## config.mk

```make
export PLATFORM = sky130hd
export DESIGN_NAME = cell_stream_line_decoder_core
export DESIGN_NICKNAME = d
export VERILOG_FILES = /design/src/design/csld_pkg.sv /design/src/design/cell_stream_line_decoder_core.sv /design/src/design/csld_frame_store.sv /design/src/design/csld_out_queue.sv
export SDC_FILE = /design/constraint.sdc
export NUM_CORES = 1
export LEC_CHECK = 0
export BUFFER_PORTS_ARGS = -buffer_cell sky130_fd_sc_hd__buf_2
export CORE_ASPECT_RATIO = 0.75
export CORE_MARGIN = 8
export CORE_UTILIZATION = 60
export DETAILED_ROUTE_END_ITERATION = 8
export PLACE_DENSITY = 0.79
export SYNTH_ARGS = -nofsm -noshare
export SYNTH_HDL_FRONTEND = slang
export SYNTH_SLANG_ARGS = --single-unit
export TNS_END_PERCENT = 10
```

## constraint.sdc

```tcl
create_clock -name clock -period 11.2 [get_ports clock]
set_clock_uncertainty 0.05 [all_clocks]
set_input_delay 0.56 -clock clock [delete_from_list [all_inputs] [get_ports clock]]
set_output_delay 0.56 -clock clock [all_outputs]
set_load 0.005 [all_outputs]
```

## src/design/csld_pkg.sv

```systemverilog
// shared types and constants of the cell stream line decoder
package csld_pkg;

   // decoder sequencing states
   typedef enum logic [1:0] {
      DEC_IDLE,
      DEC_ACTIVE,
      DEC_RUN
   } dec_state_type;

   // one frame store entry
   typedef struct packed {
      logic [15:0] mask;
      logic [7:0]  color0;
      logic [7:0]  color1;
   } cell_type;

   // one update report
   typedef struct packed {
      logic [6:0]  cell_row;
      logic [7:0]  cell_col;
      logic [8:0]  cell_count;
      logic        mask_written;
      logic        color0_written;
      logic        color1_written;
      logic [15:0] mask_value;
      logic [7:0]  color0_value;
      logic [7:0]  color1_value;
      logic [1:0]  status;
      logic        row_done;
      logic        frame_done;
   } report_type;

   // report status codes
   localparam logic [1:0] STATUS_OK         = 2'd0;
   localparam logic [1:0] STATUS_OVERRUN    = 2'd1;
   localparam logic [1:0] STATUS_BAD_ESCAPE = 2'd2;

   // register indexes of the configuration port
   localparam logic [1:0] CSR_FRAME_COLS    = 2'd0;
   localparam logic [1:0] CSR_FRAME_ROWS    = 2'd1;
   localparam logic [1:0] CSR_LINES_TO_BURN = 2'd2;

   // opcode fields of the first byte of a code
   localparam logic [7:0] LITERAL_FLAG = 8'h80;
   localparam logic [7:0] ESCAPE_FLAG  = 8'h40;
   localparam logic [7:0] SKIP_MASK    = 8'h3F;

   // register values after reset
   localparam logic [8:0] FRAME_COLS_RESET    = 9'd160;
   localparam logic [7:0] FRAME_ROWS_RESET    = 8'd120;
   localparam logic [7:0] LINES_TO_BURN_RESET = 8'd0;

endpackage

```

## src/design/cell_stream_line_decoder_core.sv

```systemverilog
// top level of the cell stream line decoder
//
// Bytes of a 4x4-cell video stream enter on the req_ channel (valid/stall) and
// are decoded into a frame store of MAX_ROWS x MAX_COLS cells, starting at row
// frame_rows - lines_to_burn. Every finished code gives one update report on
// the rsp_ channel (valid/stall). Registers are written on the csr_ channel
// (valid/ready, always ready); a write to index 0, 1 or 2 restarts decoding.
// Throughput: one byte per cycle while req_stall is low. A solid run holds
// the input until all its cells are written, one frame store write per cell.
// The cycle after a register write the input is held while the start row
// is set up. A report is pushed into the report queue when the last byte
// of its code is transferred, and shown on the rsp_ ports once the reports
// ahead of it are taken. Escapes read the current cell at the first byte of
// the code and, unless unknown, write the updated entry back at its last byte.
// Reset: the MAX_ROWS * MAX_COLS frame store entries (32768 with the
// defaults) are zero filled while the input is held; csr writes are taken.
// When the receiver stalls, one more report is held in a second slot; the
// input is held only once both slots are full.
module cell_stream_line_decoder_core #(
   parameter int MAX_COLS         = 256,
   parameter int MAX_ROWS         = 128,
   parameter int COLORS_ONLY_CODE = 252,
   parameter int COLOR0_ONLY_CODE = 253,
   parameter int COLOR1_ONLY_CODE = 254,
   parameter int MASK_ONLY_CODE   = 255
) (
   input  logic        clock,
   input  logic        reset,
   // byte input
   input  logic        req_valid,
   output logic        req_stall,
   input  logic [7:0]  req_stream_byte,
   // update reports
   output logic        rsp_valid,
   input  logic        rsp_stall,
   output logic [6:0]  rsp_cell_row,
   output logic [7:0]  rsp_cell_col,
   output logic [8:0]  rsp_cell_count,
   output logic        rsp_mask_written,
   output logic        rsp_color0_written,
   output logic        rsp_color1_written,
   output logic [15:0] rsp_mask_value,
   output logic [7:0]  rsp_color0_value,
   output logic [7:0]  rsp_color1_value,
   output logic [1:0]  rsp_status,
   output logic        rsp_row_done,
   output logic        rsp_frame_done,
   // register writes
   input  logic        csr_valid,
   output logic        csr_ready,
   input  logic [1:0]  csr_index,
   input  logic [8:0]  csr_wdata
);
   import csld_pkg::*;

   localparam int COL_W  = $clog2(MAX_COLS + 1);
   localparam int ROW_W  = $clog2(MAX_ROWS + 1);
   localparam int DEPTH  = MAX_ROWS * MAX_COLS;
   localparam int ADDR_W = (DEPTH > 1) ? $clog2(DEPTH) : 1;
   localparam int LEN_W  = (COL_W > 9) ? COL_W : 9;

   // configuration registers
   logic [8:0]        frame_cols_ff, frame_cols_in;
   logic [7:0]        frame_rows_ff, frame_rows_in;
   logic [7:0]        lines_to_burn_ff, lines_to_burn_in;
   logic              restart_ff, restart_in;

   // decoder state
   dec_state_type     state_ff, state_in;
   logic [1:0]        phase_ff, phase_in;
   logic [7:0]        byte0_ff, byte0_in;
   logic [7:0]        byte1_ff, byte1_in;
   logic [7:0]        byte2_ff, byte2_in;
   logic [ROW_W-1:0]  row_ff, row_in;
   logic [COL_W-1:0]  col_ff, col_in;

   // run write sequencer
   logic [ADDR_W-1:0] run_addr_ff, run_addr_in;
   logic [LEN_W-1:0]  run_left_ff, run_left_in;
   cell_type          run_entry_ff, run_entry_in;
   logic              run_stop_ff, run_stop_in;

   logic [COL_W-1:0]  eff_cols;
   logic [ROW_W-1:0]  eff_rows;
   logic [ROW_W-1:0]  burn;
   logic [ROW_W-1:0]  start_row;
   logic              start_active;

   logic              csr_fire;
   logic              byte_fire;
   logic              dec_fire;
   logic              code_fire;
   logic              decode_on;
   logic              run_busy;
   logic              clear_busy;
   logic              queue_full;

   logic [7:0]        k0, k1, k2, k3;
   logic [2:0]        code_len;
   logic              code_last;
   logic [ADDR_W-1:0] cur_addr;

   report_type        rep;
   report_type        rsp_data;
   logic [LEN_W-1:0]  avail;
   logic [LEN_W-1:0]  len;
   logic [LEN_W-1:0]  sum_col;
   logic [ROW_W-1:0]  row_next;
   logic [COL_W-1:0]  col_next;
   logic [ROW_W-1:0]  row_upd;
   logic              stop;
   logic              advance;
   logic              is_run;
   logic              run_more;
   logic              cell_wr;
   cell_type          cell_data;
   cell_type          entry;

   logic              store_wr_en;
   logic [ADDR_W-1:0] store_wr_addr;
   cell_type          store_wr_data;
   logic              store_rd_en;
   cell_type          store_rd_data;

   // effective frame geometry
   always_comb begin
      if (frame_cols_ff == '0) begin
         eff_cols = COL_W'(1);
      end else if (32'(frame_cols_ff) > 32'(MAX_COLS)) begin
         eff_cols = COL_W'(MAX_COLS);
      end else begin
         eff_cols = COL_W'(frame_cols_ff);
      end
      if (frame_rows_ff == '0) begin
         eff_rows = ROW_W'(1);
      end else if (32'(frame_rows_ff) > 32'(MAX_ROWS)) begin
         eff_rows = ROW_W'(MAX_ROWS);
      end else begin
         eff_rows = ROW_W'(frame_rows_ff);
      end
      if (32'(lines_to_burn_ff) > 32'(eff_rows)) begin
         burn = eff_rows;
      end else begin
         burn = ROW_W'(lines_to_burn_ff);
      end
      start_row    = eff_rows - burn;
      start_active = (burn != '0);
   end

   // register writes
   assign csr_ready = 1'b1;
   assign csr_fire  = csr_valid && csr_ready;

   always_comb begin
      frame_cols_in    = frame_cols_ff;
      frame_rows_in    = frame_rows_ff;
      lines_to_burn_in = lines_to_burn_ff;
      restart_in       = 1'b0;
      if (csr_fire) begin
         restart_in = csr_index inside {CSR_FRAME_COLS, CSR_FRAME_ROWS, CSR_LINES_TO_BURN};
         case (csr_index)
            CSR_FRAME_COLS:    frame_cols_in    = csr_wdata;
            CSR_FRAME_ROWS:    frame_rows_in    = csr_wdata[7:0];
            CSR_LINES_TO_BURN: lines_to_burn_in = csr_wdata[7:0];
            default: ;
         endcase
      end
   end

   always_ff @(posedge clock) begin
      if (reset) begin
         frame_cols_ff    <= FRAME_COLS_RESET;
         frame_rows_ff    <= FRAME_ROWS_RESET;
         lines_to_burn_ff <= LINES_TO_BURN_RESET;
         restart_ff       <= 1'b0;
      end else begin
         frame_cols_ff    <= frame_cols_in;
         frame_rows_ff    <= frame_rows_in;
         lines_to_burn_ff <= lines_to_burn_in;
         restart_ff       <= restart_in;
      end
   end

   // byte transfer and code assembly
   assign req_stall = clear_busy || run_busy || restart_ff || queue_full;
   assign byte_fire = req_valid && !req_stall;
   assign dec_fire  = byte_fire && decode_on;

   assign k0 = (phase_ff == 2'd0) ? req_stream_byte : byte0_ff;
   assign k1 = (phase_ff == 2'd1) ? req_stream_byte : byte1_ff;
   assign k2 = (phase_ff == 2'd2) ? req_stream_byte : byte2_ff;
   assign k3 = req_stream_byte;

   // code length from the first byte
   always_comb begin
      if ((k0 & LITERAL_FLAG) == 8'h00) begin
         code_len = 3'd4;
      end else if ((k0 & ESCAPE_FLAG) == 8'h00) begin
         code_len = 3'd1;
      end else if (k0 == 8'(COLORS_ONLY_CODE)) begin
         code_len = 3'd3;
      end else if (k0 == 8'(COLOR0_ONLY_CODE)) begin
         code_len = 3'd2;
      end else if (k0 == 8'(COLOR1_ONLY_CODE)) begin
         code_len = 3'd2;
      end else if (k0 == 8'(MASK_ONLY_CODE)) begin
         code_len = 3'd3;
      end else begin
         code_len = 3'd1;
      end
   end

   assign code_last = (3'(phase_ff) + 3'd1) == code_len;
   assign code_fire = dec_fire && code_last;
   assign cur_addr  = ADDR_W'(32'(row_ff) * 32'(MAX_COLS) + 32'(col_ff));

   // decode of a finished code
   always_comb begin
      rep          = '0;
      rep.cell_row = 7'(row_ff);
      rep.cell_col = 8'(col_ff);
      rep.status   = STATUS_OK;
      len          = '0;
      stop         = 1'b0;
      advance      = 1'b1;
      is_run       = 1'b0;
      cell_wr      = 1'b0;
      cell_data    = '0;
      entry        = store_rd_data;
      avail        = LEN_W'(eff_cols) - LEN_W'(col_ff);
      if ((k0 & LITERAL_FLAG) == 8'h00) begin
         rep.mask_written   = 1'b1;
         rep.color0_written = 1'b1;
         rep.color1_written = 1'b1;
         cell_wr            = 1'b1;
         if ({k0, k1} != 16'h0000) begin
            // single cell with its own mask
            len              = LEN_W'(1);
            cell_data.mask   = {k0, k1};
            cell_data.color0 = k3;
            cell_data.color1 = k2;
            rep.mask_value   = {k0, k1};
            rep.color0_value = k3;
            rep.color1_value = k2;
         end else begin
            // solid run, clipped at the row end
            is_run = 1'b1;
            len    = LEN_W'(k3) + LEN_W'(1);
            if (len > avail) begin
               len        = avail;
               rep.status = STATUS_OVERRUN;
               stop       = 1'b1;
            end
            cell_data.color0 = k2;
            cell_data.color1 = k2;
            rep.color0_value = k2;
            rep.color1_value = k2;
         end
      end else if ((k0 & ESCAPE_FLAG) == 8'h00) begin
         // skip, clipped at the row end
         len = LEN_W'(k0 & SKIP_MASK) + LEN_W'(1);
         if (len > avail) begin
            len        = avail;
            rep.status = STATUS_OVERRUN;
            stop       = 1'b1;
         end
      end else begin
         // escape: patch the entry read at the first byte
         len = LEN_W'(1);
         if (k0 == 8'(COLORS_ONLY_CODE)) begin
            entry.color0       = k1;
            entry.color1       = k2;
            rep.color0_written = 1'b1;
            rep.color1_written = 1'b1;
            rep.color0_value   = k1;
            rep.color1_value   = k2;
         end else if (k0 == 8'(COLOR0_ONLY_CODE)) begin
            entry.color0       = k1;
            rep.color0_written = 1'b1;
            rep.color0_value   = k1;
         end else if (k0 == 8'(COLOR1_ONLY_CODE)) begin
            entry.color1       = k1;
            rep.color1_written = 1'b1;
            rep.color1_value   = k1;
         end else if (k0 == 8'(MASK_ONLY_CODE)) begin
            entry.mask       = {k1, k2};
            rep.mask_written = 1'b1;
            rep.mask_value   = {k1, k2};
         end else begin
            len        = '0;
            rep.status = STATUS_BAD_ESCAPE;
            stop       = 1'b1;
            advance    = 1'b0;
         end
         cell_wr   = advance;
         cell_data = entry;
      end
      rep.cell_count = 9'(len);

      // position update and row / frame end
      sum_col  = LEN_W'(col_ff) + len;
      row_next = row_ff + 1'b1;
      col_next = COL_W'(sum_col);
      row_upd  = row_ff;
      if (advance && (sum_col >= LEN_W'(eff_cols))) begin
         rep.row_done = 1'b1;
         col_next     = '0;
         row_upd      = row_next;
         if (row_next >= eff_rows) begin
            rep.frame_done = 1'b1;
            stop           = 1'b1;
         end
      end
      run_more = is_run && (len > LEN_W'(1));
   end

   // next state of the decoder
   always_comb begin
      state_in = state_ff;
      if (restart_ff) begin
         state_in = start_active ? DEC_ACTIVE : DEC_IDLE;
      end else begin
         case (state_ff)
            DEC_ACTIVE: begin
               if (code_fire) begin
                  if (run_more) begin
                     state_in = DEC_RUN;
                  end else if (stop) begin
                     state_in = DEC_IDLE;
                  end
               end
            end
            DEC_RUN: begin
               if (run_left_ff == LEN_W'(1)) begin
                  state_in = run_stop_ff ? DEC_IDLE : DEC_ACTIVE;
               end
            end
            DEC_IDLE: ;
            default: state_in = DEC_IDLE;
         endcase
      end
   end

   // decoder state outputs
   always_comb begin
      decode_on = (state_ff == DEC_ACTIVE);
      run_busy  = (state_ff == DEC_RUN);
   end

   // code bytes, position and run sequencer
   always_comb begin
      phase_in     = phase_ff;
      byte0_in     = byte0_ff;
      byte1_in     = byte1_ff;
      byte2_in     = byte2_ff;
      row_in       = row_ff;
      col_in       = col_ff;
      run_addr_in  = run_addr_ff;
      run_left_in  = run_left_ff;
      run_entry_in = run_entry_ff;
      run_stop_in  = run_stop_ff;
      if (restart_ff) begin
         phase_in = '0;
         row_in   = start_row;
         col_in   = '0;
      end else if (dec_fire) begin
         phase_in = code_last ? 2'd0 : phase_ff + 2'd1;
         case (phase_ff)
            2'd0:    byte0_in = req_stream_byte;
            2'd1:    byte1_in = req_stream_byte;
            2'd2:    byte2_in = req_stream_byte;
            default: ;
         endcase
         if (code_last) begin
            row_in       = row_upd;
            col_in       = col_next;
            run_addr_in  = cur_addr + 1'b1;
            run_left_in  = len - LEN_W'(1);
            run_entry_in = cell_data;
            run_stop_in  = stop;
         end
      end else if (run_busy) begin
         run_addr_in = run_addr_ff + 1'b1;
         run_left_in = run_left_ff - LEN_W'(1);
      end
   end

   always_ff @(posedge clock) begin
      if (reset) begin
         state_ff    <= DEC_IDLE;
         phase_ff    <= '0;
         row_ff      <= '0;
         col_ff      <= '0;
         run_left_ff <= '0;
         run_stop_ff <= 1'b0;
      end else begin
         state_ff    <= state_in;
         phase_ff    <= phase_in;
         row_ff      <= row_in;
         col_ff      <= col_in;
         run_left_ff <= run_left_in;
         run_stop_ff <= run_stop_in;
      end
   end

   always_ff @(posedge clock) begin
      byte0_ff     <= byte0_in;
      byte1_ff     <= byte1_in;
      byte2_ff     <= byte2_in;
      run_addr_ff  <= run_addr_in;
      run_entry_ff <= run_entry_in;
   end

   // frame store access: read the current cell at a code start, write at its end
   // (until a restart, the next code always targets a cell past the last one written)
   assign store_rd_en   = dec_fire && (phase_ff == 2'd0);
   assign store_wr_en   = run_busy || (code_fire && cell_wr);
   assign store_wr_addr = run_busy ? run_addr_ff : cur_addr;
   assign store_wr_data = run_busy ? run_entry_ff : cell_data;

   csld_frame_store #(
      .DEPTH (DEPTH)
   ) u_store (
      .clock      (clock),
      .reset      (reset),
      .wr_en      (store_wr_en),
      .wr_addr    (store_wr_addr),
      .wr_data    (store_wr_data),
      .rd_en      (store_rd_en),
      .rd_addr    (cur_addr),
      .rd_data    (store_rd_data),
      .clear_busy (clear_busy)
   );

   // report queue
   csld_out_queue u_queue (
      .clock     (clock),
      .reset     (reset),
      .push      (code_fire),
      .push_data (rep),
      .out_stall (rsp_stall),
      .out_valid (rsp_valid),
      .out_data  (rsp_data),
      .full      (queue_full)
   );

   assign rsp_cell_row       = rsp_data.cell_row;
   assign rsp_cell_col       = rsp_data.cell_col;
   assign rsp_cell_count     = rsp_data.cell_count;
   assign rsp_mask_written   = rsp_data.mask_written;
   assign rsp_color0_written = rsp_data.color0_written;
   assign rsp_color1_written = rsp_data.color1_written;
   assign rsp_mask_value     = rsp_data.mask_value;
   assign rsp_color0_value   = rsp_data.color0_value;
   assign rsp_color1_value   = rsp_data.color1_value;
   assign rsp_status         = rsp_data.status;
   assign rsp_row_done       = rsp_data.row_done;
   assign rsp_frame_done     = rsp_data.frame_done;

   // a run never starts while the store is still being cleared
   assert property (@(posedge clock) disable iff (reset) run_busy |-> !clear_busy)
      else $error("run write during frame store clear");

   // a report is never pushed into a full queue
   assert property (@(posedge clock) disable iff (reset) code_fire |-> !queue_full)
      else $error("report pushed into full queue");

   // an unknown escape leaves the decoder idle
   assert property (@(posedge clock) disable iff (reset)
      (code_fire && (rep.status == STATUS_BAD_ESCAPE)) |=> (state_ff == DEC_IDLE))
      else $error("decoder still active after unknown escape");

   // the run sequencer always has a cell left to write
   assert property (@(posedge clock) disable iff (reset) run_busy |-> (run_left_ff != '0))
      else $error("run sequencer active with no cells left");

endmodule

```

## src/design/csld_frame_store.sv

```systemverilog
// frame store memory with a zero fill sweep after reset
module csld_frame_store #(
   parameter  int DEPTH  = 32768,
   localparam int ADDR_W = (DEPTH > 1) ? $clog2(DEPTH) : 1
) (
   input  logic                clock,
   input  logic                reset,
   input  logic                wr_en,
   input  logic [ADDR_W-1:0]   wr_addr,
   input  csld_pkg::cell_type  wr_data,
   input  logic                rd_en,
   input  logic [ADDR_W-1:0]   rd_addr,
   output csld_pkg::cell_type  rd_data,
   output logic                clear_busy
);
   import csld_pkg::*;

   cell_type            mem [DEPTH];
   cell_type            rd_data_ff;
   logic                clear_busy_ff, clear_busy_in;
   logic [ADDR_W-1:0]   clear_addr_ff, clear_addr_in;
   logic                port_en;
   logic [ADDR_W-1:0]   port_addr;
   cell_type            port_data;

   // sweep one entry per cycle until the last one is cleared
   always_comb begin
      clear_busy_in = clear_busy_ff;
      clear_addr_in = clear_addr_ff;
      if (clear_busy_ff) begin
         clear_addr_in = clear_addr_ff + 1'b1;
         if (clear_addr_ff == ADDR_W'(DEPTH - 1)) begin
            clear_busy_in = 1'b0;
         end
      end
   end

   always_ff @(posedge clock) begin
      if (reset) begin
         clear_busy_ff <= 1'b1;
         clear_addr_ff <= '0;
      end else begin
         clear_busy_ff <= clear_busy_in;
         clear_addr_ff <= clear_addr_in;
      end
   end

   // write port shared between the sweep and the decoder
   always_comb begin
      port_en   = wr_en;
      port_addr = wr_addr;
      port_data = wr_data;
      if (clear_busy_ff) begin
         port_en   = 1'b1;
         port_addr = clear_addr_ff;
         port_data = '0;
      end
   end

   always_ff @(posedge clock) begin
      if (port_en) begin
         mem[port_addr] <= port_data;
      end
   end

   // registered read port
   always_ff @(posedge clock) begin
      if (rd_en) begin
         rd_data_ff <= mem[rd_addr];
      end
   end

   assign rd_data    = rd_data_ff;
   assign clear_busy = clear_busy_ff;

endmodule

```

## src/design/csld_out_queue.sv

```systemverilog
// two-entry report queue between the decoder and the result channel
module csld_out_queue (
   input  logic                  clock,
   input  logic                  reset,
   input  logic                  push,
   input  csld_pkg::report_type  push_data,
   input  logic                  out_stall,
   output logic                  out_valid,
   output csld_pkg::report_type  out_data,
   output logic                  full
);
   import csld_pkg::*;

   logic       head_valid_ff, head_valid_in;
   logic       tail_valid_ff, tail_valid_in;
   report_type head_ff, head_in;
   report_type tail_ff, tail_in;

   // head moves on when empty or taken, tail catches a push behind a stalled head
   always_comb begin
      head_valid_in = head_valid_ff;
      tail_valid_in = tail_valid_ff;
      head_in       = head_ff;
      tail_in       = tail_ff;
      if (!head_valid_ff || !out_stall) begin
         if (tail_valid_ff) begin
            head_valid_in = 1'b1;
            head_in       = tail_ff;
            tail_valid_in = push;
            tail_in       = push_data;
         end else begin
            head_valid_in = push;
            head_in       = push_data;
         end
      end else if (push) begin
         tail_valid_in = 1'b1;
         tail_in       = push_data;
      end
   end

   always_ff @(posedge clock) begin
      if (reset) begin
         head_valid_ff <= 1'b0;
         tail_valid_ff <= 1'b0;
      end else begin
         head_valid_ff <= head_valid_in;
         tail_valid_ff <= tail_valid_in;
      end
   end

   always_ff @(posedge clock) begin
      head_ff <= head_in;
      tail_ff <= tail_in;
   end

   assign out_valid = head_valid_ff;
   assign out_data  = head_ff;
   assign full      = tail_valid_ff;

endmodule

```

==> impl_metrics.csv <==
group,metric,value,unit
timing,rsz0062_at_grt,"no",
clocking,htreeDepth,1,
global_route,antenna_found_initial,1,
place,dp_hpwl,20.97,mm
global_route,grt_pass1_wl,48.04,mm
detailed_routing,drt_pre_antenna_iters,7,
floorplan,initial_core_util,0.6140,
timing,hold_violations,0,
critical_path,r2r-start,"phase_ff[0]",
pwr,power.density,140.5,nW/µm²
critical_path,cp_common_cell,"nor2_1",
floorplan,io-pin-count,90,
critical_path,reg2reg_depth,35,
pwr,p_int,1.500,mW
timing,finalSetupViolCount,0,
synth,yosys-top-cells-area,"edfxtp_1 (36%), dfxtp_1 (12%), ha_1 (7.9%)",
synth,async_flop_share,0,
global_route,grt_overflow,0,
cells_and_area,layout-drive-gt1-share,0.1753,
clocking,holdBufCountCts,0,
synth,synth_flop_cell,"edfxtp_1",
synth,synth_top_area_cell,"edfxtp_1",
timing,fin_tns_setup,0,ns
pwr,switching_share,0.2356,
detailed_routing,wire_per_inst,19.65,µm
detailed_routing,routed_wl,30.20,mm
global_route,grt_max_degree,78,
place,portBuffers,88,
cells_and_area,final_cell_count_no_fill,1537,
synth,yosysMostFrequentCell,"edfxtp_1",
place,dp.cells,1495,
place,routabilityCongestion,0.8931,
critical_path,cp-end-kind,"flop",
timing,clock.fmax,0.1066,GHz
critical_path,worst-path-buf-inv,4,
cells_and_area,antenna_cells,0,
detailed_routing,num_vias,9276,
worst_hold_path,min-delay-start,"csr_index[1]",
synth,syn_area,12480,µm²
critical_path,cpMaxStageDelayCell,"a2111oi_4",
cells_and_area,nNetsFinal,1343,
synth,ys_seq_area_frac,0.4812,
pwr,seqPwrFrac,0.463,
detailed_routing,drtIter0Drc,917,
timing,finalHoldWorstSlack,0.2122,ns
cells_and_area,num-fill-cells,1533,
critical_path,crit_type,"reg2reg",
worst_hold_path,hold_path_class,"in2reg",
synth,synth_top_family_by_area,"compound AO/OA/AOI/OAI gates",
synth,synthCells,1167,
pwr,clkPwrFrac,0.428,
synth,synthAdderAreaFrac,0.08321,
clocking,cts_setup_buffers,0,
detailed_routing,drc,0,
clocking,cts_root_buffer,"clkbuf_16",
outcome,status,"finished, final reports clean",
pwr,p_comb_frac,0.108,
detailed_routing,ant_nets,0,
critical_path,crit_path_max_incr_delay,0.86,ns
pwr,p_switching,462.2,µW
critical_path,critPathMaxFanout,12,
worst_hold_path,worstHoldPathCells,2,
synth,netlist_top_cells_count,"edfxtp_1 (150), nor2_1 (96), nand2_1 (86), inv_1 (80), ha_1 (79)",
job,cap_violations,0,
clocking,cts_resized,0,
floorplan,die_w,182.5,µm
pwr,p_leak,5.663,nW
synth,synth_seq_cells,225,
global_route,grt_pass1_vias,8838,
synth,synth.top_cell.area_share,0.3609,
floorplan,dieArea,25720,µm²
synth,yosysWarningCount,0,
detailed_routing,drt-vias-per-instance,6.035,
synth,synth.mux.area_fraction,0.1013,
cells_and_area,area_growth,11.85,%
global_route,grt_use_total,0.2291,
synth,synth_edf_count,150,
timing,relSlewSlack,0.3694,
timing,layout_min_cycle_time,9.382,ns
floorplan,die_height,140.9,µm
clocking,cts_tree,"built",
clocking,insertion_delay,0.52,ns
critical_path,arrival,9.78,ns
critical_path,cpLargestDelayFamily,"compound AO/OA/AOI/OAI gates",
critical_path,worstSetupStartpointType,"flop",
timing,period_share,0.8377,
synth,syn_area_per_cell,10.69,µm²
clocking,tritoncts.num_buffers,23,
floorplan,coreArea,20330,µm²
critical_path,worst-path-stages,35,
synth,syn_nets,1272,
clocking,clockBufferDepth,3,
pwr,vdd_drop_max,0.1082,mV
clocking,cts.sinks,225,
timing,slew_viol_final,0,
synth,synth_xor_area_frac,0.04411,
clocking,cts.clk_slew.worst_paths,0.07,ns
floorplan,row_count,45,
synth,synth_compound_area_frac,0.1236,
critical_path,cp-startpoint,"phase_ff[0]",
synth,synthSimpleGateAreaFrac,0.1222,
timing,worst_slew_pin_slew,0.9459,ns
critical_path,crit_required,11.60,ns
synth,synth_cell_types,78,
worst reg2reg max path: cells and delay by family (launching register included):
family | cells | cell delay (ns)
adder cells (fa/ha/maj) | 5 | 1.89
XOR/XNOR | 2 | 0.33
AND/OR/NAND/NOR | 11 | 1.98
flip-flops | 1 | 0.38
buffers and inverters | 4 | 0.58
multiplexers | 3 | 1.15
AO/OA/AOI/OAI | 10 | 2.95
area by class of cell:
| type | count | area [µm²] | area share |
|---|---|---|---|
| inverters | 85 | 319.1 | 0.02286 |
| flip-flops and latches | 225 | 6007 | 0.4303 |
| multi-input cells | 806 | 5949 | 0.4262 |
| repair buffers | 97 | 508.0 | 0.03639 |
| well taps | 282 | 352.8 | 0.02528 |
| clock inverters | 17 | 240.2 | 0.01721 |
| clock buffers | 25 | 583.1 | 0.04177 |
per-stage QoR:
step	setup WS [ns]	utilization	area (µm²)	power (mW)
final	1.818	0.6868	13960	1.962
after global routing	1.262	0.6868	13960	2.029
after CTS	1.991	0.6868	13960	1.971
after detailed placement	2.052	0.6463	13140	1.134
after global placement	2.441	0.6463	13140	1.130
after floorplan	3.343	-	12480	1.077
power groups by stage:
stage | Sequential [mW] | Clock (mW) | Combinational (mW)
after global routing | 0.911 | 0.886 | 0.232
after global placement | 0.926 | 0 | 0.204
after detailed placement | 0.927 | 0 | 0.207
final | 0.909 | 0.840 | 0.213
after CTS | 0.909 | 0.852 | 0.210
after floorplan | 0.926 | 0 | 0.151
registers in the layout, summed over array words and instances, names as in the netlist, 8 cells and up:
name and flops:
col_ff 9, run_left_ff 9, frame_rows_ff 8, frame_cols_ff 9, u_store.clear_addr_ff 15, lines_to_burn_ff 8, byte1_ff 8, byte2_ff 8
byte0_ff 8, u_queue.tail_ff 63, u_queue.out_data 63, row_ff 8
layout by cell type (no fill, tap or decap), types with 46 or more instances in the layout:
cell / Yosys / final
ha_1: 79 / 79
nor2_1: 96 / 96
edfxtp_1: 150 / 150
mux2i_1: 54 / 54
inv_1: 80 / 80
mux2_2: 63 / 63
dfxtp_1: 75 / 74
nand2_1: 86 / 85
o21ai_0: 47 / 46
buf_2: 5 / 88
worst paths after layout:
check	slack, ns	to
hold / removal	0.21	restart_ff
setup / recovery	1.82	col_ff[0]
hold reg to reg	0.44	u_store.clear_addr_ff[10]
setup reg to reg	1.82	col_ff[0]
layer usage:
| metal | vias to the layer above | GRT usage | share of wire |
|---|---|---|---|
| met5 | - | 0 | 0.00033 |
| met4 | 2 | 0.04778 | 0.017 |
| met3 | 51 | 0.04082 | 0.082 |
| met2 | 387 | 0.3452 | 0.43 |
| met1 | 4444 | 0.3392 | 0.47 |
| li1 | 4392 | - | - |
cells by family (layout without fill, tap and decap cells):
kind of cell    after synthesis  after routing
flops                       225            225
mux                         118            118
compound gates              225            225
other cells                   1              1
simple gates                318            318
xor+xnor                     62             62
fa+ha+maj                    82             82
buf+inv                     136            224
(Power assumes the default switching activity.)
